===== config.mk =====
export PLATFORM = sky130hd
export DESIGN_NAME = source_text_tokenizer
export DESIGN_NICKNAME = d
export VERILOG_FILES = /design/src/rtl/stt_pkg.sv /design/src/rtl/stt_out_fifo.sv /design/src/rtl/stt_scan_ctrl.sv /design/src/rtl/source_text_tokenizer.sv
export SDC_FILE = /design/constraint.sdc
export NUM_CORES = 1
export LEC_CHECK = 0
export ABC_CLOCK_PERIOD_IN_PS = 3740
export BUFFER_PORTS_ARGS = -buffer_cell sky130_fd_sc_hd__buf_2
export CORE_MARGIN = 2
export CORE_UTILIZATION = 55
export CTS_CLUSTER_SIZE = 30
export DETAILED_ROUTE_END_ITERATION = 10
export PLACE_DENSITY = 0.74
export SLEW_MARGIN = 10
export SYNTH_ARGS = -nofsm -noshare
export SYNTH_HDL_FRONTEND = slang
export SYNTH_SLANG_ARGS = --single-unit
export TNS_END_PERCENT = 100

===== constraint.sdc =====
create_clock -name clk -period 3.74 [get_ports clk]
set_input_delay 0 -clock clk [delete_from_list [all_inputs] [get_ports clk]]
set_output_delay 0 -clock clk [all_outputs]
set_load 0.05 [all_outputs]

===== src/rtl/stt_pkg.sv =====
// ----------------------------------------------------------------------------
// stt_pkg
// shared types, character classes and token code tables for the tokenizer
// ----------------------------------------------------------------------------
`timescale 1ns / 1ps

package stt_pkg;

  // input beat: one source byte or the end-of-input mark
  typedef struct packed {
    logic [7:0] char_code;
    logic       end_of_input;
  } in_item_t;

  // output beat: one result of a token run
  typedef struct packed {
    logic [4:0] token_kind;
    logic [7:0] text_char;
    logic       has_char;
    logic       token_end;
    logic [2:0] error_code;
    logic       run_last;
  } out_item_t;

  // one result beat as issued by the scanner before the text byte is read
  typedef struct packed {
    logic [4:0] kind;
    logic       use_ram;
    logic       tok_end;
    logic [2:0] err;
    logic       last;
  } beat_t;

  // token kinds
  localparam logic [4:0] KIND_END     = 5'd0;
  localparam logic [4:0] KIND_NUMBER  = 5'd1;
  localparam logic [4:0] KIND_STRING  = 5'd2;
  localparam logic [4:0] KIND_SYMBOL  = 5'd3;
  localparam logic [4:0] KIND_KW_BASE = 5'd4;
  localparam logic [4:0] KIND_OP_BASE = 5'd9;

  // error codes
  localparam logic [2:0] ERR_NONE       = 3'd0;
  localparam logic [2:0] ERR_LETTER     = 3'd1;
  localparam logic [2:0] ERR_EXTRA_DOT  = 3'd2;
  localparam logic [2:0] ERR_TRAIL_DOT  = 3'd3;
  localparam logic [2:0] ERR_UNTERM_STR = 3'd4;
  localparam logic [2:0] ERR_OVERFLOW   = 3'd5;

  // scan modes
  localparam logic [2:0] MODE_IDLE   = 3'd0;
  localparam logic [2:0] MODE_NUMBER = 3'd1;
  localparam logic [2:0] MODE_SYMBOL = 3'd2;
  localparam logic [2:0] MODE_STRING = 3'd3;
  localparam logic [2:0] MODE_ESCAPE = 3'd4;

  // special characters
  localparam logic [7:0] CH_NUL    = 8'h00;
  localparam logic [7:0] CH_QUOTE  = 8'h22;
  localparam logic [7:0] CH_DOT    = 8'h2E;
  localparam logic [7:0] CH_BSLASH = 8'h5C;
  localparam logic [7:0] CH_UNDER  = 8'h5F;

  // keywords: string, integer, if, for, while
  localparam int KW_NUM    = 5;
  localparam int KW_MAXLEN = 8;

  localparam logic [2:0] KW_LEN [KW_NUM] = '{3'd6, 3'd7, 3'd2, 3'd3, 3'd5};

  localparam logic [7:0] KW_TEXT [KW_NUM][KW_MAXLEN] = '{
    '{8'h73, 8'h74, 8'h72, 8'h69, 8'h6E, 8'h67, 8'h00, 8'h00},  // string
    '{8'h69, 8'h6E, 8'h74, 8'h65, 8'h67, 8'h65, 8'h72, 8'h00},  // integer
    '{8'h69, 8'h66, 8'h00, 8'h00, 8'h00, 8'h00, 8'h00, 8'h00},  // if
    '{8'h66, 8'h6F, 8'h72, 8'h00, 8'h00, 8'h00, 8'h00, 8'h00},  // for
    '{8'h77, 8'h68, 8'h69, 8'h6C, 8'h65, 8'h00, 8'h00, 8'h00}   // while
  };

  // single-character operators in token-kind order
  localparam int OP_NUM = 18;

  localparam logic [7:0] OP_CHARS [OP_NUM] = '{
    8'h3D, 8'h21, 8'h3C, 8'h3E, 8'h7B, 8'h7D, 8'h5B, 8'h5D, 8'h28,
    8'h29, 8'h2B, 8'h2D, 8'h2F, 8'h2A, 8'h2E, 8'h2C, 8'h3A, 8'h3B
  };

  function automatic logic is_digit(input logic [7:0] c);
    return (c >= 8'h30) && (c <= 8'h39);
  endfunction

  function automatic logic is_letter(input logic [7:0] c);
    return ((c >= 8'h61) && (c <= 8'h7A)) || ((c >= 8'h41) && (c <= 8'h5A)) ||
           (c == CH_UNDER);
  endfunction

  function automatic logic is_space(input logic [7:0] c);
    return (c == 8'h20) || ((c >= 8'h09) && (c <= 8'h0D));
  endfunction

  // operator kind of a byte, KIND_END when it is no operator
  function automatic logic [4:0] op_kind(input logic [7:0] c);
    logic [4:0] r;
    r = KIND_END;
    for (int k = 0; k < OP_NUM; k++) begin
      if (c == OP_CHARS[k]) begin
        r = KIND_OP_BASE + 5'(k);
      end
    end
    return r;
  endfunction

endpackage


===== src/rtl/stt_out_fifo.sv =====
// ----------------------------------------------------------------------------
// stt_out_fifo
// two-entry result queue between the scanner and the output channel
// ----------------------------------------------------------------------------
`timescale 1ns / 1ps

module stt_out_fifo (
  input  logic              clk,
  input  logic              rst,
  input  logic              push,
  input  stt_pkg::out_item_t push_item,
  output logic [1:0]        level,
  output logic              pop,
  output logic              out_valid,
  input  logic              out_ready,
  output stt_pkg::out_item_t out_data
);
  import stt_pkg::*;

  out_item_t  slot [2];
  logic       wr_ptr;
  logic       rd_ptr;
  logic [1:0] count;

  assign out_valid = (count != 2'd0);
  assign pop       = out_valid & out_ready;
  assign level     = count;
  assign out_data  = slot[rd_ptr];

  always_ff @(posedge clk) begin
    if (rst) begin
      wr_ptr <= 1'b0;
      rd_ptr <= 1'b0;
      count  <= 2'd0;
    end else begin
      if (push) begin
        wr_ptr <= ~wr_ptr;
      end
      if (pop) begin
        rd_ptr <= ~rd_ptr;
      end
      case ({push, pop})
        2'b10:   count <= count + 2'd1;
        2'b01:   count <= count - 2'd1;
        default: count <= count;
      endcase
    end
  end

  // payload storage, no reset
  always_ff @(posedge clk) begin
    if (push) begin
      slot[wr_ptr] <= push_item;
    end
  end

endmodule


===== src/rtl/stt_scan_ctrl.sv =====
// ----------------------------------------------------------------------------
// stt_scan_ctrl
// scan state, text buffer memory and the sequencer that plays out token runs
// ----------------------------------------------------------------------------
`timescale 1ns / 1ps

module stt_scan_ctrl #(
  parameter int MAX_TEXT = 32
) (
  input  logic               clk,
  input  logic               rst,
  input  logic               in_valid,
  output logic               in_ready,
  input  stt_pkg::in_item_t  in_data,
  input  logic [1:0]         fifo_level,
  input  logic               fifo_pop,
  output logic               push,
  output stt_pkg::out_item_t push_item
);
  import stt_pkg::*;

  localparam int LW = $clog2(MAX_TEXT + 1);
  localparam int AW = $clog2(MAX_TEXT);

  localparam logic [2:0] ST_WAIT   = 3'd0;
  localparam logic [2:0] ST_SWEEP  = 3'd1;
  localparam logic [2:0] ST_SINGLE = 3'd2;
  localparam logic [2:0] ST_TAIL   = 3'd3;
  localparam logic [2:0] ST_FIN    = 3'd4;

  localparam logic [1:0] CLOSE_NONE   = 2'd0;
  localparam logic [1:0] CLOSE_SINGLE = 2'd1;
  localparam logic [1:0] CLOSE_SWEEP  = 2'd2;

  // control registers
  logic [2:0]        state, state_next;
  logic [2:0]        mode;
  logic [LW-1:0]     text_len;
  logic [1:0]        dot_cnt;
  logic              dot_end;
  logic [KW_NUM-1:0] kw_match;
  logic              tail_on;
  logic              wr_defer;
  logic [LW-1:0]     sweep_idx, sweep_idx_next;
  logic              pend_valid;

  // job payload registers
  logic [4:0]    close_kind;
  logic [2:0]    close_err;
  logic [4:0]    tail_kind;
  logic [LW-1:0] sweep_len;
  logic [7:0]    defer_data;
  beat_t         pend_beat;

  // text memory
  logic [7:0]    text_mem [MAX_TEXT];
  logic [7:0]    rd_data;
  logic          ram_rd;
  logic [AW-1:0] ram_rd_addr;
  logic          ram_wr;
  logic [AW-1:0] ram_wr_addr;
  logic [7:0]    ram_wr_data;

  // input decode
  logic       acc;
  logic [7:0] c;
  logic       eoi;
  logic       c_dig, c_let, c_spc, c_quo, c_bsl, c_dot, c_nul;
  logic [4:0] c_op;
  logic       app_ovf;

  // start-from-idle outcome of the current byte
  logic [2:0]        sid_mode;
  logic [LW-1:0]     sid_len;
  logic [KW_NUM-1:0] sid_kwm;
  logic              sid_wr;
  logic              sid_tail;
  logic [4:0]        sid_tail_kind;

  // keyword tracking and token close results
  logic [KW_NUM-1:0] kw_next;
  logic              kw_hit;
  logic [4:0]        kw_kind;
  logic [1:0]        num_close;
  logic [2:0]        num_err;
  logic [1:0]        sym_close;
  logic [4:0]        sym_kind;

  // decision on an accepted beat
  logic [1:0]        d_close;
  logic [4:0]        d_close_kind;
  logic [2:0]        d_close_err;
  logic              d_tail;
  logic [4:0]        d_tail_kind;
  logic [2:0]        d_mode;
  logic [LW-1:0]     d_len;
  logic [1:0]        d_dots;
  logic              d_dend;
  logic [KW_NUM-1:0] d_kwm;
  logic              d_wr;

  // beat issue
  logic [2:0] occ;
  logic       can_issue;
  logic       issue;
  beat_t      beat;
  logic       sweep_end;

  assign in_ready = (state == ST_WAIT);
  assign acc      = in_valid & in_ready;
  assign c        = in_data.char_code;
  assign eoi      = in_data.end_of_input;

  assign c_dig   = is_digit(c);
  assign c_let   = is_letter(c);
  assign c_spc   = is_space(c);
  assign c_quo   = (c == CH_QUOTE);
  assign c_bsl   = (c == CH_BSLASH);
  assign c_dot   = (c == CH_DOT);
  assign c_nul   = (c == CH_NUL);
  assign c_op    = op_kind(c);
  assign app_ovf = (text_len >= LW'(MAX_TEXT));

  // keyword prefix tracking for the byte appended at text_len
  always_comb begin
    for (int k = 0; k < KW_NUM; k++) begin
      kw_next[k] = kw_match[k] && (text_len < LW'(KW_MAXLEN)) &&
                   (text_len[2:0] < KW_LEN[k]) && (c == KW_TEXT[k][text_len[2:0]]);
    end
  end

  // whole-word keyword check at symbol close
  always_comb begin
    kw_hit  = 1'b0;
    kw_kind = KIND_SYMBOL;
    for (int k = 0; k < KW_NUM; k++) begin
      if (kw_match[k] && (text_len == LW'(KW_LEN[k]))) begin
        kw_hit  = 1'b1;
        kw_kind = KIND_KW_BASE + 5'(k);
      end
    end
    sym_close = kw_hit ? CLOSE_SINGLE : CLOSE_SWEEP;
    sym_kind  = kw_kind;
  end

  // number close: extra dot outranks trailing dot
  always_comb begin
    if (dot_cnt == 2'd2) begin
      num_close = CLOSE_SINGLE;
      num_err   = ERR_EXTRA_DOT;
    end else if (dot_end) begin
      num_close = CLOSE_SINGLE;
      num_err   = ERR_TRAIL_DOT;
    end else begin
      num_close = CLOSE_SWEEP;
      num_err   = ERR_NONE;
    end
  end

  // what the byte does when scanned from idle
  always_comb begin
    sid_mode      = MODE_IDLE;
    sid_len       = '0;
    sid_kwm       = '1;
    sid_wr        = 1'b0;
    sid_tail      = 1'b0;
    sid_tail_kind = c_op;
    if (!c_spc) begin
      if (c_quo) begin
        sid_mode = MODE_STRING;
      end else if (c_dig) begin
        sid_mode = MODE_NUMBER;
        sid_len  = LW'(1);
        sid_wr   = 1'b1;
      end else if (c_let) begin
        sid_mode = MODE_SYMBOL;
        sid_len  = LW'(1);
        sid_wr   = 1'b1;
        for (int k = 0; k < KW_NUM; k++) begin
          sid_kwm[k] = (c == KW_TEXT[k][0]);
        end
      end else if (c_op != KIND_END) begin
        sid_tail = 1'b1;
      end
    end
  end

  // per-beat decision
  always_comb begin
    d_close      = CLOSE_NONE;
    d_close_kind = KIND_END;
    d_close_err  = ERR_NONE;
    d_tail       = 1'b0;
    d_tail_kind  = KIND_END;
    d_mode       = mode;
    d_len        = text_len;
    d_dots       = dot_cnt;
    d_dend       = dot_end;
    d_kwm        = kw_match;
    d_wr         = 1'b0;

    if (eoi) begin
      unique case (mode)
        MODE_NUMBER: begin
          d_close      = num_close;
          d_close_kind = (num_close == CLOSE_SWEEP) ? KIND_NUMBER : KIND_END;
          d_close_err  = num_err;
        end
        MODE_SYMBOL: begin
          d_close      = sym_close;
          d_close_kind = sym_kind;
        end
        MODE_STRING, MODE_ESCAPE: begin
          d_close     = CLOSE_SINGLE;
          d_close_err = ERR_UNTERM_STR;
        end
        default: begin
          d_close = CLOSE_NONE;
        end
      endcase
      d_mode      = MODE_IDLE;
      d_len       = '0;
      d_dots      = 2'd0;
      d_dend      = 1'b0;
      d_kwm       = '1;
      d_tail      = 1'b1;
      d_tail_kind = KIND_END;
    end else begin
      unique case (mode)
        MODE_NUMBER: begin
          if (c_dig || c_dot) begin
            if (app_ovf) begin
              d_close     = CLOSE_SINGLE;
              d_close_err = ERR_OVERFLOW;
              d_mode      = MODE_IDLE;
              d_len       = '0;
              d_dots      = 2'd0;
              d_dend      = 1'b0;
            end else begin
              d_wr   = 1'b1;
              d_len  = text_len + LW'(1);
              d_dend = c_dot;
              if (c_dot && (dot_cnt != 2'd2)) begin
                d_dots = dot_cnt + 2'd1;
              end
            end
          end else if (c_let) begin
            d_close     = CLOSE_SINGLE;
            d_close_err = ERR_LETTER;
            d_mode      = MODE_IDLE;
            d_len       = '0;
            d_dots      = 2'd0;
            d_dend      = 1'b0;
          end else begin
            d_close      = num_close;
            d_close_kind = (num_close == CLOSE_SWEEP) ? KIND_NUMBER : KIND_END;
            d_close_err  = num_err;
            d_mode       = sid_mode;
            d_len        = sid_len;
            d_dots       = 2'd0;
            d_dend       = 1'b0;
            d_kwm        = sid_kwm;
            d_wr         = sid_wr;
            d_tail       = sid_tail;
            d_tail_kind  = sid_tail_kind;
          end
        end
        MODE_SYMBOL: begin
          if (c_let || c_dig) begin
            if (app_ovf) begin
              d_close     = CLOSE_SINGLE;
              d_close_err = ERR_OVERFLOW;
              d_mode      = MODE_IDLE;
              d_len       = '0;
              d_kwm       = '1;
            end else begin
              d_wr  = 1'b1;
              d_len = text_len + LW'(1);
              d_kwm = kw_next;
            end
          end else begin
            d_close      = sym_close;
            d_close_kind = sym_kind;
            d_mode       = sid_mode;
            d_len        = sid_len;
            d_kwm        = sid_kwm;
            d_wr         = sid_wr;
            d_tail       = sid_tail;
            d_tail_kind  = sid_tail_kind;
          end
        end
        MODE_STRING: begin
          if (c_quo) begin
            d_close      = (text_len == '0) ? CLOSE_SINGLE : CLOSE_SWEEP;
            d_close_kind = KIND_STRING;
            d_mode       = MODE_IDLE;
            d_len        = '0;
          end else if (c_nul) begin
            d_close     = CLOSE_SINGLE;
            d_close_err = ERR_UNTERM_STR;
            d_mode      = MODE_IDLE;
            d_len       = '0;
          end else if (c_bsl) begin
            d_mode = MODE_ESCAPE;
          end else if (app_ovf) begin
            d_close     = CLOSE_SINGLE;
            d_close_err = ERR_OVERFLOW;
            d_mode      = MODE_IDLE;
            d_len       = '0;
          end else begin
            d_wr  = 1'b1;
            d_len = text_len + LW'(1);
          end
        end
        MODE_ESCAPE: begin
          if (c_nul) begin
            d_close     = CLOSE_SINGLE;
            d_close_err = ERR_UNTERM_STR;
            d_mode      = MODE_IDLE;
            d_len       = '0;
          end else if (app_ovf) begin
            d_close     = CLOSE_SINGLE;
            d_close_err = ERR_OVERFLOW;
            d_mode      = MODE_IDLE;
            d_len       = '0;
          end else begin
            d_wr   = 1'b1;
            d_len  = text_len + LW'(1);
            d_mode = MODE_STRING;
          end
        end
        default: begin
          d_mode      = sid_mode;
          d_len       = sid_len;
          d_dots      = 2'd0;
          d_dend      = 1'b0;
          d_kwm       = sid_kwm;
          d_wr        = sid_wr;
          d_tail      = sid_tail;
          d_tail_kind = sid_tail_kind;
        end
      endcase
    end
  end

  // room in the queue for a beat issued now, counting the one in flight
  assign occ       = {1'b0, fifo_level} + {2'b00, pend_valid} - {2'b00, fifo_pop};
  assign can_issue = (occ <= 3'd1);
  assign sweep_end = (sweep_idx == (sweep_len - LW'(1)));

  // sequencer
  always_comb begin
    state_next     = state;
    sweep_idx_next = sweep_idx;
    issue          = 1'b0;
    ram_rd         = 1'b0;
    ram_rd_addr    = sweep_idx[AW-1:0];
    beat.kind      = close_kind;
    beat.use_ram   = 1'b0;
    beat.tok_end   = 1'b1;
    beat.err       = ERR_NONE;
    beat.last      = 1'b0;

    unique case (state)
      ST_WAIT: begin
        if (acc) begin
          if (d_close == CLOSE_SWEEP) begin
            state_next     = ST_SWEEP;
            sweep_idx_next = '0;
          end else if (d_close == CLOSE_SINGLE) begin
            state_next = ST_SINGLE;
          end else if (d_tail) begin
            state_next = ST_TAIL;
          end
        end
      end
      ST_SWEEP: begin
        beat.use_ram = 1'b1;
        beat.tok_end = sweep_end;
        beat.last    = sweep_end && !tail_on;
        if (can_issue) begin
          issue          = 1'b1;
          ram_rd         = 1'b1;
          sweep_idx_next = sweep_idx + LW'(1);
          if (sweep_end) begin
            state_next = tail_on ? ST_TAIL : (wr_defer ? ST_FIN : ST_WAIT);
          end
        end
      end
      ST_SINGLE: begin
        beat.err  = close_err;
        beat.last = !tail_on;
        if (can_issue) begin
          issue      = 1'b1;
          state_next = tail_on ? ST_TAIL : (wr_defer ? ST_FIN : ST_WAIT);
        end
      end
      ST_TAIL: begin
        beat.kind = tail_kind;
        beat.last = 1'b1;
        if (can_issue) begin
          issue      = 1'b1;
          state_next = ST_WAIT;
        end
      end
      ST_FIN: begin
        state_next = ST_WAIT;
      end
      default: begin
        state_next = ST_WAIT;
      end
    endcase
  end

  // a new token started after a close is written once the old text is read
  assign ram_wr      = (acc && d_wr && (d_close == CLOSE_NONE)) ||
                       ((state == ST_FIN) && wr_defer);
  assign ram_wr_addr = (state == ST_FIN) ? '0 : text_len[AW-1:0];
  assign ram_wr_data = (state == ST_FIN) ? defer_data : c;

  always_ff @(posedge clk) begin
    if (ram_rd) begin
      rd_data <= text_mem[ram_rd_addr];
    end
    if (ram_wr) begin
      text_mem[ram_wr_addr] <= ram_wr_data;
    end
  end

  always_ff @(posedge clk) begin
    if (rst) begin
      state      <= ST_WAIT;
      mode       <= MODE_IDLE;
      text_len   <= '0;
      dot_cnt    <= 2'd0;
      dot_end    <= 1'b0;
      kw_match   <= '1;
      tail_on    <= 1'b0;
      wr_defer   <= 1'b0;
      sweep_idx  <= '0;
      pend_valid <= 1'b0;
    end else begin
      state      <= state_next;
      sweep_idx  <= sweep_idx_next;
      pend_valid <= issue;
      if (acc) begin
        mode     <= d_mode;
        text_len <= d_len;
        dot_cnt  <= d_dots;
        dot_end  <= d_dend;
        kw_match <= d_kwm;
        tail_on  <= d_tail;
        wr_defer <= d_wr && (d_close != CLOSE_NONE);
      end
    end
  end

  always_ff @(posedge clk) begin
    if (acc) begin
      close_kind <= d_close_kind;
      close_err  <= d_close_err;
      tail_kind  <= d_tail_kind;
      sweep_len  <= text_len;
      defer_data <= c;
    end
    if (issue) begin
      pend_beat <= beat;
    end
  end

  // second stage: text byte arrives from the memory read register
  assign push                 = pend_valid;
  assign push_item.token_kind = pend_beat.kind;
  assign push_item.text_char  = pend_beat.use_ram ? rd_data : 8'h00;
  assign push_item.has_char   = pend_beat.use_ram;
  assign push_item.token_end  = pend_beat.tok_end;
  assign push_item.error_code = pend_beat.err;
  assign push_item.run_last   = pend_beat.last;

endmodule


===== src/rtl/source_text_tokenizer.sv =====
// ----------------------------------------------------------------------------
// source_text_tokenizer
// streaming lexical tokenizer: source bytes in, token result beats out
// ----------------------------------------------------------------------------
// usage
//   in channel: one beat per source byte, or a beat with end_of_input set
//   out channel: tokens leave as runs of beats, one per text character;
//     keywords, operators, errors and the end token are one beat each,
//     token_end marks the last beat of a token, run_last the last beat
//     caused by one input beat
//   result path: each result beat passes from the sequencer through the beat
//     register and the text memory read register into the result queue
//   flow: a byte that only extends a token issues no result beat and leaves
//     in_ready high; the result beats of a run issue one after another,
//     paced by the single read port of the text memory; a token close that
//     also starts a new number or symbol adds ST_FIN for the deferred write
//   reset: scanner returns to idle with an empty text buffer; the buffer
//     memory itself is not cleared, only entries already written are read
//   stall: result beats collect in a two-entry queue; when the receiver
//     stalls the sequencer holds, and no new byte is taken until the
//     current byte's results have all been issued
// ----------------------------------------------------------------------------
`timescale 1ns / 1ps

module source_text_tokenizer #(
  parameter int MAX_TEXT = 32
) (
  input  logic               clk,
  input  logic               rst,
  input  logic               in_valid,
  output logic               in_ready,
  input  stt_pkg::in_item_t  in_data,
  output logic               out_valid,
  input  logic               out_ready,
  output stt_pkg::out_item_t out_data
);
  import stt_pkg::*;

  // link between scanner and result queue
  logic       push;
  out_item_t  push_item;
  logic [1:0] fifo_level;
  logic       fifo_pop;

  // scanner: mode registers, text memory and token run sequencer
  stt_scan_ctrl #(
    .MAX_TEXT (MAX_TEXT)
  ) u_scan (
    .clk        (clk),
    .rst        (rst),
    .in_valid   (in_valid),
    .in_ready   (in_ready),
    .in_data    (in_data),
    .fifo_level (fifo_level),
    .fifo_pop   (fifo_pop),
    .push       (push),
    .push_item  (push_item)
  );

  // result queue decouples the scanner from output backpressure
  stt_out_fifo u_out (
    .clk       (clk),
    .rst       (rst),
    .push      (push),
    .push_item (push_item),
    .level     (fifo_level),
    .pop       (fifo_pop),
    .out_valid (out_valid),
    .out_ready (out_ready),
    .out_data  (out_data)
  );

endmodule


# Yosys cells after proc, flatten, opt, wreduce, memory -nomap -nowiden
# Memories as Yosys holds them, arrays and structs flattened. A register that Yosys moved wholly into a read port is not among the register bits.
# Cells that the tools add are included.
[totals] ramBits=294 ff_bits=71 memories=7 mem_bits_ro=320
[memory_table] name="u_scan.text_mem" words=32 width=8 read_ports=1 rd_clocked_by_memory_dff=1 wr=1 line_no="stt_scan_ctrl.sv:56" source="logic [7:0] text_mem [MAX_TEXT];"
[memory_table] name="(no name shown)" words=8 width=8 read_ports=1 rd_clocked_by_memory_dff=0 wr=0 line_no="stt_scan_ctrl.sv:128" source="(text_len[2:0] < KW_LEN[k]) && (c == KW_TEXT[k][text_len[2:0]]);"
[memory_table] name="(no name shown)" words=8 width=8 read_ports=1 rd_clocked_by_memory_dff=0 wr=0 line_no="stt_scan_ctrl.sv:128"
[memory_table] name="(no name shown)" words=8 width=8 read_ports=1 rd_clocked_by_memory_dff=0 wr=0 line_no="stt_scan_ctrl.sv:128"
[memory_table] name="(no name shown)" words=8 width=8 read_ports=1 rd_clocked_by_memory_dff=0 wr=0 line_no="stt_scan_ctrl.sv:128"
[memory_table] name="(no name shown)" words=8 width=8 read_ports=1 rd_clocked_by_memory_dff=0 wr=0 line_no="stt_scan_ctrl.sv:128"
[memory_table] name="+1 memories"
[op_classes] n_eq_ne=65 bitwise=5 n_addsub=8 mux=181 n_reduce_logical=55 order_cmp=17
[ops] cell="$mux 5" n=28
[ops] cell="$eq 8x6->1 const B" n=16
[ops] cell="$mux 3" n=36
[ops] cell="$mux 8" n=12
[ops] cell="$mux 6" n=15
[ops] cell="$eq 8x7->1 const B" n=10
[ops] cell="$pmux 5 s3" n=3
[ops] cell="$mux 1" n=43
[ops] cell="$eq 8x8->1" n=5
[ops] cell="$mux 2" n=20
[ops] cell="$mux 4" n=9
[ops] cell="$pmux 3 s4" n=3
[ops] cell="$logic_and 1x1->1" n=30
[ops] cell="$pmux 6 s4" n=1
[ops] cell="$eq 6x3->1 const B" n=3
[ops] cell="$ge 8x7->1 const B" n=2
[ops] cell="$le 8x7->1 const B" n=2
[ops] cell="$add 6x1->6 const B" n=2
[ops] cell="$eq 3x2->1 const B" n=4
[ops] cell="$eq 6x2->1 const B" n=2
[ops] cell="$ne 2x1->1 const B" n=6
[ops] cell="$pmux 6 s2" n=1
[ops] cell="$ne 5x4->1 const B" n=2
[ops] cell="$pmux 5 s2" n=1
[ops] cell="47 further kinds" n=75

# Longest topological paths before layout
# Gate-level depths: netlist of run 1.
[logic_depth] word_depth=34 ltp_mapped=15

# Modules after synthesis
# A second synthesis of run 1 with hierarchy kept.
[unflattened] hier_cells=1120 area_unflattened_um2=16676.0
[modules_own_cells] mod="stt_scan_ctrl" cells_per_inst=1039 area_per_inst_um2=15102.0 instances=1
[modules_own_cells] mod="stt_out_fifo" cells_per_inst=81 area_per_inst_um2=1574.0 instances=1

# Worst setup path after synthesis of run 1
# No wires, ideal clock.
[synth_timing] path_type="register to register" startpoint="reg u_scan.state[0]" endpoint="mem u_scan.text_mem[12][0] (enable)" path_slack_ns=-0.173 stages_incl_launch_ff=8 t_arrival_ns=3.519 path_cell_list="dfxtp_1 > clkbuf_1 > nor3_1 > nand2_1 > nor2_1 > nand3_2 > buf_6 > nor4_1"
[synth_between] elab_chain_cells=7 elab_cells_between_ends=10
[synth_rtl] element="start, declared" line_no="stt_scan_ctrl.sv:36" source="logic [2:0] state, state_next;"
[synth_rtl] element="start signal, assigned" line_no="stt_scan_ctrl.sv:443" source="state <= state_next;"
[synth_rtl] element="$logic_not 3->1" line_no="stt_scan_ctrl.sv:109" source="assign in_ready = (state == ST_WAIT);"
[synth_rtl] element="via in_ready" line_no="source_text_tokenizer.sv:31" source="output logic in_ready,"
[synth_rtl] element="$and 1x1->1" line_no="stt_scan_ctrl.sv:110" source="assign acc = in_valid & in_ready;"
[synth_rtl] element="$logic_and 1x1->1 (2 in series)" line_no="stt_scan_ctrl.sv:416" source="assign ram_wr = (acc && d_wr && (d_close == CLOSE_NONE)) ||"
[synth_rtl] element="$logic_or 1x1->1" line_no="stt_scan_ctrl.sv:416"
[synth_rtl] element="$mux 1" line_no="stt_scan_ctrl.sv:425" source="if (ram_wr) begin"
[synth_rtl] element="$mux 1 (not written as such)" line_no="stt_scan_ctrl.sv:426" source="text_mem[ram_wr_addr] <= ram_wr_data;"
[synth_rtl] element="end, declared" line_no="stt_scan_ctrl.sv:56"
# The timed path passes the listed nets, and every way through them passes these cells.

# Worst setup path in the final report of run 1
[layout_timing] startpoint="in in_data[8] (netlist bit)" endpoint="mem u_scan.text_mem[0][6] (enable)"
[layout_between] elab_chain_cells=17 elab_cells_between_ends=51
[layout_rtl] element="start, declared" line_no="source_text_tokenizer.sv:32" source="input stt_pkg::in_item_t in_data,"
[layout_rtl] element="$ge 8x7->1 / $le 8x7->1 (equally long branches)" line_no="stt_pkg.sv:91" source="return ((c >= 8'h61) && (c <= 8'h7A)) || ((c >= 8'h41) && (c <= 8'h5A)) ||"
[layout_rtl] element="$logic_and 1x1->1" line_no="stt_pkg.sv:91"
[layout_rtl] element="$logic_or 1x1->1 (2 in series)" line_no="stt_pkg.sv:91"
[layout_rtl] element="$mux 1" line_no="stt_scan_ctrl.sv:175" source="end else if (c_let) begin"
[layout_rtl] element="$mux 1" line_no="stt_scan_ctrl.sv:171" source="end else if (c_dig) begin"
[layout_rtl] element="$mux 1" line_no="stt_scan_ctrl.sv:169" source="if (c_quo) begin"
[layout_rtl] element="$mux 1" line_no="stt_scan_ctrl.sv:168" source="if (!c_spc) begin"
[layout_rtl] element="$mux 1" line_no="stt_scan_ctrl.sv:247" source="end else if (c_let) begin"
[layout_rtl] element="$mux 1" line_no="stt_scan_ctrl.sv:231" source="if (c_dig || c_dot) begin"
[layout_rtl] element="$pmux 1 s4" line_no="stt_scan_ctrl.sv:229" source="unique case (mode)"
[layout_rtl] element="$mux 1" line_no="stt_scan_ctrl.sv:202" source="if (eoi) begin"
[layout_rtl] element="$logic_and 1x1->1" line_no="stt_scan_ctrl.sv:416"
[layout_rtl] element="$logic_and 1x1->1 *" line_no="stt_scan_ctrl.sv:416"
[layout_rtl] element="$logic_or 1x1->1 *" line_no="stt_scan_ctrl.sv:416"
[layout_rtl] element="$mux 1 *" line_no="stt_scan_ctrl.sv:425"
[layout_rtl] element="$mux 1 (not written as such) *" line_no="stt_scan_ctrl.sv:426"
# Mark *: on every way between the ends. The rest lies on a longest branch, timed or not.

==> impl_metrics.yaml, run 1 <==
timing:
  setup_ws_ns: 0.153
  fin_crit_sh_pct: 95.9
  grt_setup_unrepaired: "true"
  fin_setup_tns_ns: 0
  clock_skew_ns: 0.0239
  slew_headroom_pct: 35.2
  min_period_ns: 3.59
  worst_pin_slew_ns: 0.947
  fmax_mhz: 279
  finalMaxSlewViolations: 0
  setup_viol: 0
  hold_viol_final: 0
critical_path:
  crit_type: "in -> reg"
  r2r-start: "u_scan.text_len[0]"
  critical_path_buf_inv_count: 5
  path_delay_family: "buffers and inverters"
  crit_arrival_ns: 3.81
  r2r_end: "u_scan.text_mem[0][6]"
  reg2regPathDepth: 13
  cp_slowest_cell: "or4b_4"
  required_ns: 3.96
  max_stage_delay_ns: 0.58
  cp-end-kind: "flip-flop"
  start_kind: "input pin"
  path_max_fanout: 19
  cp_common_cell: "buf_4"
  rrSetupSlack_ns: 0.29
  crit_chain: "dlygate4sd3_1 > buf_2 > or4b_4 > or3_4 > a21oi_1 > nor3_1 > a21boi_0 > o311a_1 > inv_1 > ha_1 > buf_4 > nand3_1 > o21ai_0 > buf_4"
die:
  io_pins: 34
  die_h_um: 178
  core_um2: 29700
  die_w_um: 178
  dieArea_um2: 31600
  start_util_pct: 55.9
  std_cell_rows: 63
layout:
  area_growth_pct: 12.7
  final_cell_count_no_fill: 1583
  drive_gt1_share_pct: 23.7
  fill_cells: 2075
  n_antenna_cell: 0
  num-nets-final: 1194
grt:
  grt_pass1_wl_um: 56900
  gr-total-overflow: 0
  grt_max_degree: 36
  grt_usage_pct: 24.0
  grt_pass1_vias: 9598
  antenna_found_initial: 0
cts:
  clk_path_buf_depth: 3
  cts.sinks: 373
  clk_latency_ns: 0.54
  cts_tree: "built"
  cts_root_buffer: "clkbuf_16"
  cts_inserted_buffers: 38
  cts.clk_slew.worst_paths_ns: 0.06
  htree_levels: 2
synth:
  synth_cell_type_count: 70
  ys_seq_area_share_pct: 65.4
  synth.avg_cell_area_um2: 15.2
  synth_seq_cells: 373
  yosysWarnings: 0
  synthArstFlopShare_pct: 0
  netlist_instances: 1095
  synth-edff-count: 339
  synth_ff_type: "edfxtp_1"
  synth_fp_nets: 1124
  syn_area_um2: 16600
job:
  cap_violations: 0
power:
  p_leak_nw: 6.04
  power_density_nw_per_um2: 549
  peakVddDrop_v: 0.000319
outcome:
  status: "complete, no violations"
worst_hold_path:
  hold_path_depth: 2
  min_path_type: "in -> reg"
  holdCritStartpoint: "in_data[3]"
  hold_path_end: "u_scan.defer_data[2]"
route:
  postRouteAntennaNets: 0
  vias: 9927
  drc: 0
  firstDrtPassIters: 6
  wire_per_inst_um: 23.4
  wl_um: 37100
  via_per_inst: 6.27
  drtIter0Drc: 1278
placement:
  pre_cts_slack_ns: 0.222
  placed_cells: 1506
  io_buffer_count: 33
  dpl.hpwl_um: 24500
  gp_congestion: 0.973
-- state kept, by name (all words and copies together), names as in the netlist, 2 cells and up, named ones only --
name / count
u_scan.sweep_idx: 6
u_scan.mode: 3
u_out.level: 2
u_scan.dot_cnt: 2
u_scan.text_mem: 256
u_scan.kw_match: 5
u_scan.rd_data: 8
u_scan.defer_data: 8
u_scan.state: 3
u_out.slot: 38
u_scan.close_kind: 4
u_scan.sweep_len: 6
u_scan.push_item: 11
u_scan.close_err: 3
u_scan.text_len: 6
u_scan.tail_kind: 5
-- metrics by stage --
step	util, %	instance area [um2]	power [W]	hold slack (ns)
floorplan	-	16600	0.00638	0.0989
global placement	58.8	17500	0.00679	0.282
detailed placement	58.8	17500	0.00684	0.304
CTS	62.9	18700	0.0103	0.0138
global route	63.0	18700	0.0106	0.0420
finish	63.0	18700	0.0103	0.0377
-- logic make-up (layout without fill, tap and decap cells) --
kind of cell    after synthesis  count (layout)  synth area share, %
compound gates              145             145                 5.50
xor+xnor                     29              29                 1.53
fa+ha+maj                    16              16                 1.25
buf+inv                      90             188                 2.20
flops                       373             373                 65.4
mux                         118             118                 13.4
simple gates                324             324                 10.7
-- what timing repair did --
item                                    4_1_cts  5_1_grt
endpoints found under the setup margin        0       67
resized for setup                             0        7
hold buffers                                  9        0
hold endpoints to repair                     22        0
setup buffers                                 0        0
-- where the power goes --
part	leakage (nW)	internal, W	switching (W)
clock network	0.562	0.00199	0.00150
registers	3.36	0.00495	0.000180
logic	2.12	0.000577	0.00106
total	6.04	0.00752	0.00275
-- worst max path at each step --
stage                                        end  cells past startpoint        from  slack [ns]
after floorplan           u_scan.text_mem[24][0]                     12  in_data[5]       0.002
after global placement     u_scan.text_mem[1][0]                     11  in_data[5]        0.28
after detailed placement   u_scan.text_mem[3][7]                     11  in_data[8]        0.22
after CTS                  u_scan.text_mem[3][4]                     12  in_data[8]        0.21
after global routing       u_scan.text_mem[0][6]                     14  in_data[8]       -0.04
final                      u_scan.text_mem[0][6]                     14  in_data[8]        0.15
-- cell type report --
class	instances	area, um2	share of cell area (%)
clock buffer	48	1010	5.40
clock inverter	20	148	0.789
inverter	23	86.3	0.461
multi-input combinational	632	5410	28.9
sequential	373	10900	58.1
tap	390	488	2.61
timing repair buffer	97	706	3.77
-- per-layer routing --
layer | vias up | routed length, um | part of all wire (%) | global-route usage [%]
li1 | 4459 | - | - | -
met1 | 4947 | 16100 | 43 | 35.7
met2 | 481 | 17900 | 48 | 38.6
met3 | 40 | 2570 | 6.9 | 3.04
met4 | 0 | 527 | 1.4 | 4.85
met5 | - | 0 | 0 | 0
-- synth_stat cells (3+ instances only) --
| master | n | area [um2] |
|---|---|---|
| edfxtp_1 | 339 | 10200 |
| mux4_2 | 80 | 1800 |
| nand2_1 | 75 | 282 |
| nor2_1 | 68 | 255 |
| a21oi_1 | 49 | 245 |
| clkbuf_1 | 48 | 180 |
| dfxtp_1 | 34 | 681 |
| mux2_2 | 32 | 360 |
| o21ai_0 | 31 | 155 |
| nor3_1 | 26 | 130 |
| and4_1 | 23 | 201 |
| and2_1 | 21 | 131 |
| inv_1 | 21 | 78.8 |
| nand3_1 | 20 | 100 |
| xnor2_1 | 18 | 158 |
| ha_1 | 15 | 188 |
| nor4_1 | 14 | 87.6 |
| buf_1 | 12 | 45.0 |
| nand2b_1 | 12 | 75.1 |
| xor2_1 | 11 | 96.3 |
| a31oi_1 | 9 | 56.3 |
| nor2b_1 | 9 | 56.3 |
| nand4_1 | 8 | 50.1 |
| nor3b_1 | 8 | 60.1 |
| o22ai_1 | 7 | 43.8 |
| or3_1 | 7 | 43.8 |
| mux2i_1 | 6 | 60.1 |
| nand3b_1 | 6 | 45.0 |
| a211oi_1 | 5 | 37.5 |
| nor4b_1 | 5 | 43.8 |
| o22a_1 | 5 | 43.8 |
| a21o_1 | 4 | 30.0 |
| a22oi_1 | 4 | 30.0 |
| and3_1 | 4 | 25.0 |
| buf_2 | 4 | 20.0 |
| a221oi_1 | 3 | 26.3 |
| a32o_1 | 3 | 30.0 |
| buf_6 | 3 | 33.8 |
| o2111ai_1 | 3 | 26.3 |
| o31ai_1 | 3 | 22.5 |
| or4_1 | 3 | 22.5 |
-- layout by cell type, fill, tap and decap left out, types with 9 or more instances in the layout --
master	synthesis	routed
xnor2_1	18	18
ha_1	15	15
and4_1	23	16
nor2b_1	9	9
a21oi_1	49	49
mux2_2	32	32
buf_4	0	52
clkbuf_1	48	9
xor2_1	11	11
buf_2	4	33
a31oi_1	9	9
nor2_1	68	68
nor4_1	14	13
clkinv_1	2	9
nor3_1	26	25
mux4_2	80	80
o21ai_0	31	28
inv_1	21	21
dlygate4sd3_1	0	9
nand2b_1	12	12
edfxtp_1	339	339
dfxtp_1	34	32
nand3_1	20	20
and2_1	21	21
clkbuf_16	0	39
nand2_1	75	75
Note: power is estimated with default switching activity, not from simulation.
==> inputs of run 2 (changes only) <==
Settings changed: CORE_ASPECT_RATIO from default to 0.5, SYNTH_HIERARCHICAL from default to 1.
==> run 2 against run 1 <==
  * Combinational power grew 18%
  * Fmax grew 1.4%
  * Flip-flop and latch count is the same
  * First-iteration DRC count shrank 16%
  * Clock skew shrank 0.011 ns
  * Largest cell class unchanged
  * Largest power group unchanged
  * Highest routed layer unchanged
==> impl_metrics.yaml, run 2 <==
route:
  wl_met1_um: 15900
  firstDrtPassIters: 5
  drc: 0
  vias: 10163
  postRouteAntennaNets: 0
  dr_wl_met2_um: 18200
  drtIter0Drc: 1074
  via_per_inst: 6.25
  wl_met3_um: 3540
  wire_per_inst_um: 23.9
  wl_um: 38800
  top_layer: "met4"
outcome:
  status: "complete, no violations"
placement:
  placed_cells: 1558
  gp_congestion: 0.955
  dpl.hpwl_um: 25500
  io_buffer_count: 33
critical_path:
  required_ns: 4.01
  crit_type: "reg -> reg"
  crit_arrival_ns: 3.81
  cp-end-kind: "flip-flop"
  path_max_fanout: 17
  start_kind: "flip-flop"
die:
  start_util_pct: 55.5
  io_pins: 34
  dieArea_um2: 31800
  die_h_um: 127
  die_w_um: 250
  std_cell_rows: 45
  core_um2: 30100
synth:
  synth.area.top_cells: "edfxtp_1 (61%), mux4_2 (11%), dfxtp_1 (4.1%)"
  synth-edff-count: 339
  synth.avg_cell_area_um2: 14.9
  synth_cell_type_count: 79
  syn_area_um2: 16700
  synth_fp_nets: 1151
  synth_common_cells: "edfxtp_1 (339), nor2_1 (83), mux4_2 (80), nand2_1 (71), a21oi_1 (60)"
  ys_seq_area_share_pct: 65.1
  synth_top_area_cell: "edfxtp_1"
  netlist_instances: 1120
  synth_seq_cells: 373
  synthArstFlopShare_pct: 0
  synth_ff_type: "edfxtp_1"
  yosysWarnings: 6
  yosysMostFrequentCell: "edfxtp_1"
  synth_top_area_share_pct: 61.0
power:
  peakVddDrop_v: 0.000326
  finalPower_w: 0.0101
  p_leak_nw: 6.04
  power_density_nw_per_um2: 540
cts:
  cts.clk_slew.worst_paths_ns: 0.07
  cts_tree: "built"
  cts_root_buffer: "clkbuf_16"
  clk_latency_ns: 0.57
  cts_inserted_buffers: 31
  htree_levels: 1
  clk_path_buf_depth: 3
  cts.sinks: 373
timing:
  fin_crit_sh_pct: 94.6
  worst_pin_slew_ns: 0.973
  hold_viol_final: 0
  grt_setup_unrepaired: "false"
  finalMaxSlewViolations: 0
  min_period_ns: 3.54
  setup_viol: 0
  clock_skew_ns: 0.0126
  fin_setup_tns_ns: 0
  fmax_mhz: 283
  slew_headroom_pct: 35.1
  hold_slack_ns: 0.0301
grt:
  grt_usage_pct: 24.7
  gr-total-overflow: 0
  grt_max_degree: 37
  antenna_found_initial: 1
  grt_pass1_wl_um: 59400
  grt_pass1_vias: 9825
layout:
  num-nets-final: 1233
  largest_reg_flops: 256
  final_cell_count_no_fill: 1625
  area_growth_pct: 12.0
  final_common_cell: "edfxtp_1"
  drive_gt1_share_pct: 23.8
  layout_common_cells: "edfxtp_1 (339), nor2_1 (83), mux4_2 (80)"
  regMostFlops: "u_scan/text_mem"
worst_hold_path:
  min_path_type: "in -> reg"
job:
  cap_violations: 0
## run 2: changes by cell type after synthesis, moves of 6 or more
cell,change
and4_1,-22
nor2_1,+15
a21oi_1,+11
nor3_1,+9
inv_1,+8
nand4_1,+6
nor3b_1,-6
o211ai_1,+6
## run 2: area by class of cell
cell class / instances / area, um2
clock buffer: 42 / 827
antenna: 1 / 2.50
clock inverter: 14 / 73.8
tap: 399 / 499
inverter: 29 / 109
fill: 2206 / 11400
sequential: 373 / 10900
timing repair buffer: 117 / 831
multi-input combinational: 650 / 5460
## run 2: repair_timing
item                                   CTS  global route
setup endpoints to repair                0           256
setup buffers                            0             1
endpoints found under the hold margin   24             0
hold buffers                             9             0
gates resized for setup                  0             6
## run 2: metal layers
| layer | vias up | global-route usage (%) |
|---|---|---|
| li1 | 4519 | - |
| met1 | 5071 | 34.9 |
| met2 | 507 | 39.2 |
| met3 | 66 | 5.26 |
| met4 | 0 | 7.40 |
| met5 | - | 0 |
## run 2: worst paths after layout
check / startpoint / end / slack [ns] / cells after the start
worst max register to register: u_scan/text_len[0] / u_scan/text_mem[9][5] / 0.20 / 13
worst min register to register: u_scan/push_item[3] / u_out/slot[0][3] / 0.45 / 0
worst max-delay path: u_scan/text_len[0] / u_scan/text_mem[9][5] / 0.20 / 13
worst min-delay path: in_valid / u_scan/state[1] / 0.03 / 5
## run 2: worst max-delay path, stage by stage (launching register included)
cell and delay, ns:
dfxtp_2 0.40, inv_1 0.14, ha_1 0.29, a221oi_1 0.31
a211oi_2 0.10, nor2_1 0.15, o21ai_0 0.10, a21oi_1 0.21
a21o_1 0.18, ha_1 0.22, and2_1 0.27, o21ai_4 0.25
nor4_1 0.36, buf_4 0.24
## run 2: logic make-up (layout without fill, tap and decap cells)
kind of cell	count (synthesis)	after routing	share of synthesized area, %
AOI/OAI and AO/OA	166	166	6.71
DFF	373	373	65.1
and+or+nand+nor	320	320	9.63
other	0	1	0
buffers and inverters	97	202	2.39
xor gates and xnor gates	33	33	1.73
adders and majority gates	18	18	1.40
muxes	113	113	13.0
## run 2: through the flow
step / worst slack (ns) / util (%) / area [um2]
6_report: 0.203 / 62.1 / 18700
5_1_grt: 0.00278 / 62.1 / 18700
4_1_cts: 0.130 / 62.0 / 18600
3_5_place_dp: 0.153 / 58.7 / 17600
3_3_place_gp: 0.294 / 58.7 / 17600
2_1_floorplan: 0.115 / - / 16700
## run 2: report_power, final
group	internal, W	leakage [nW]	total, W	switching, W
sequential	0.00492	3.36	0.00515	0.000226
combinational	0.000757	2.24	0.00194	0.00118
clock	0.00155	0.435	0.00299	0.00143
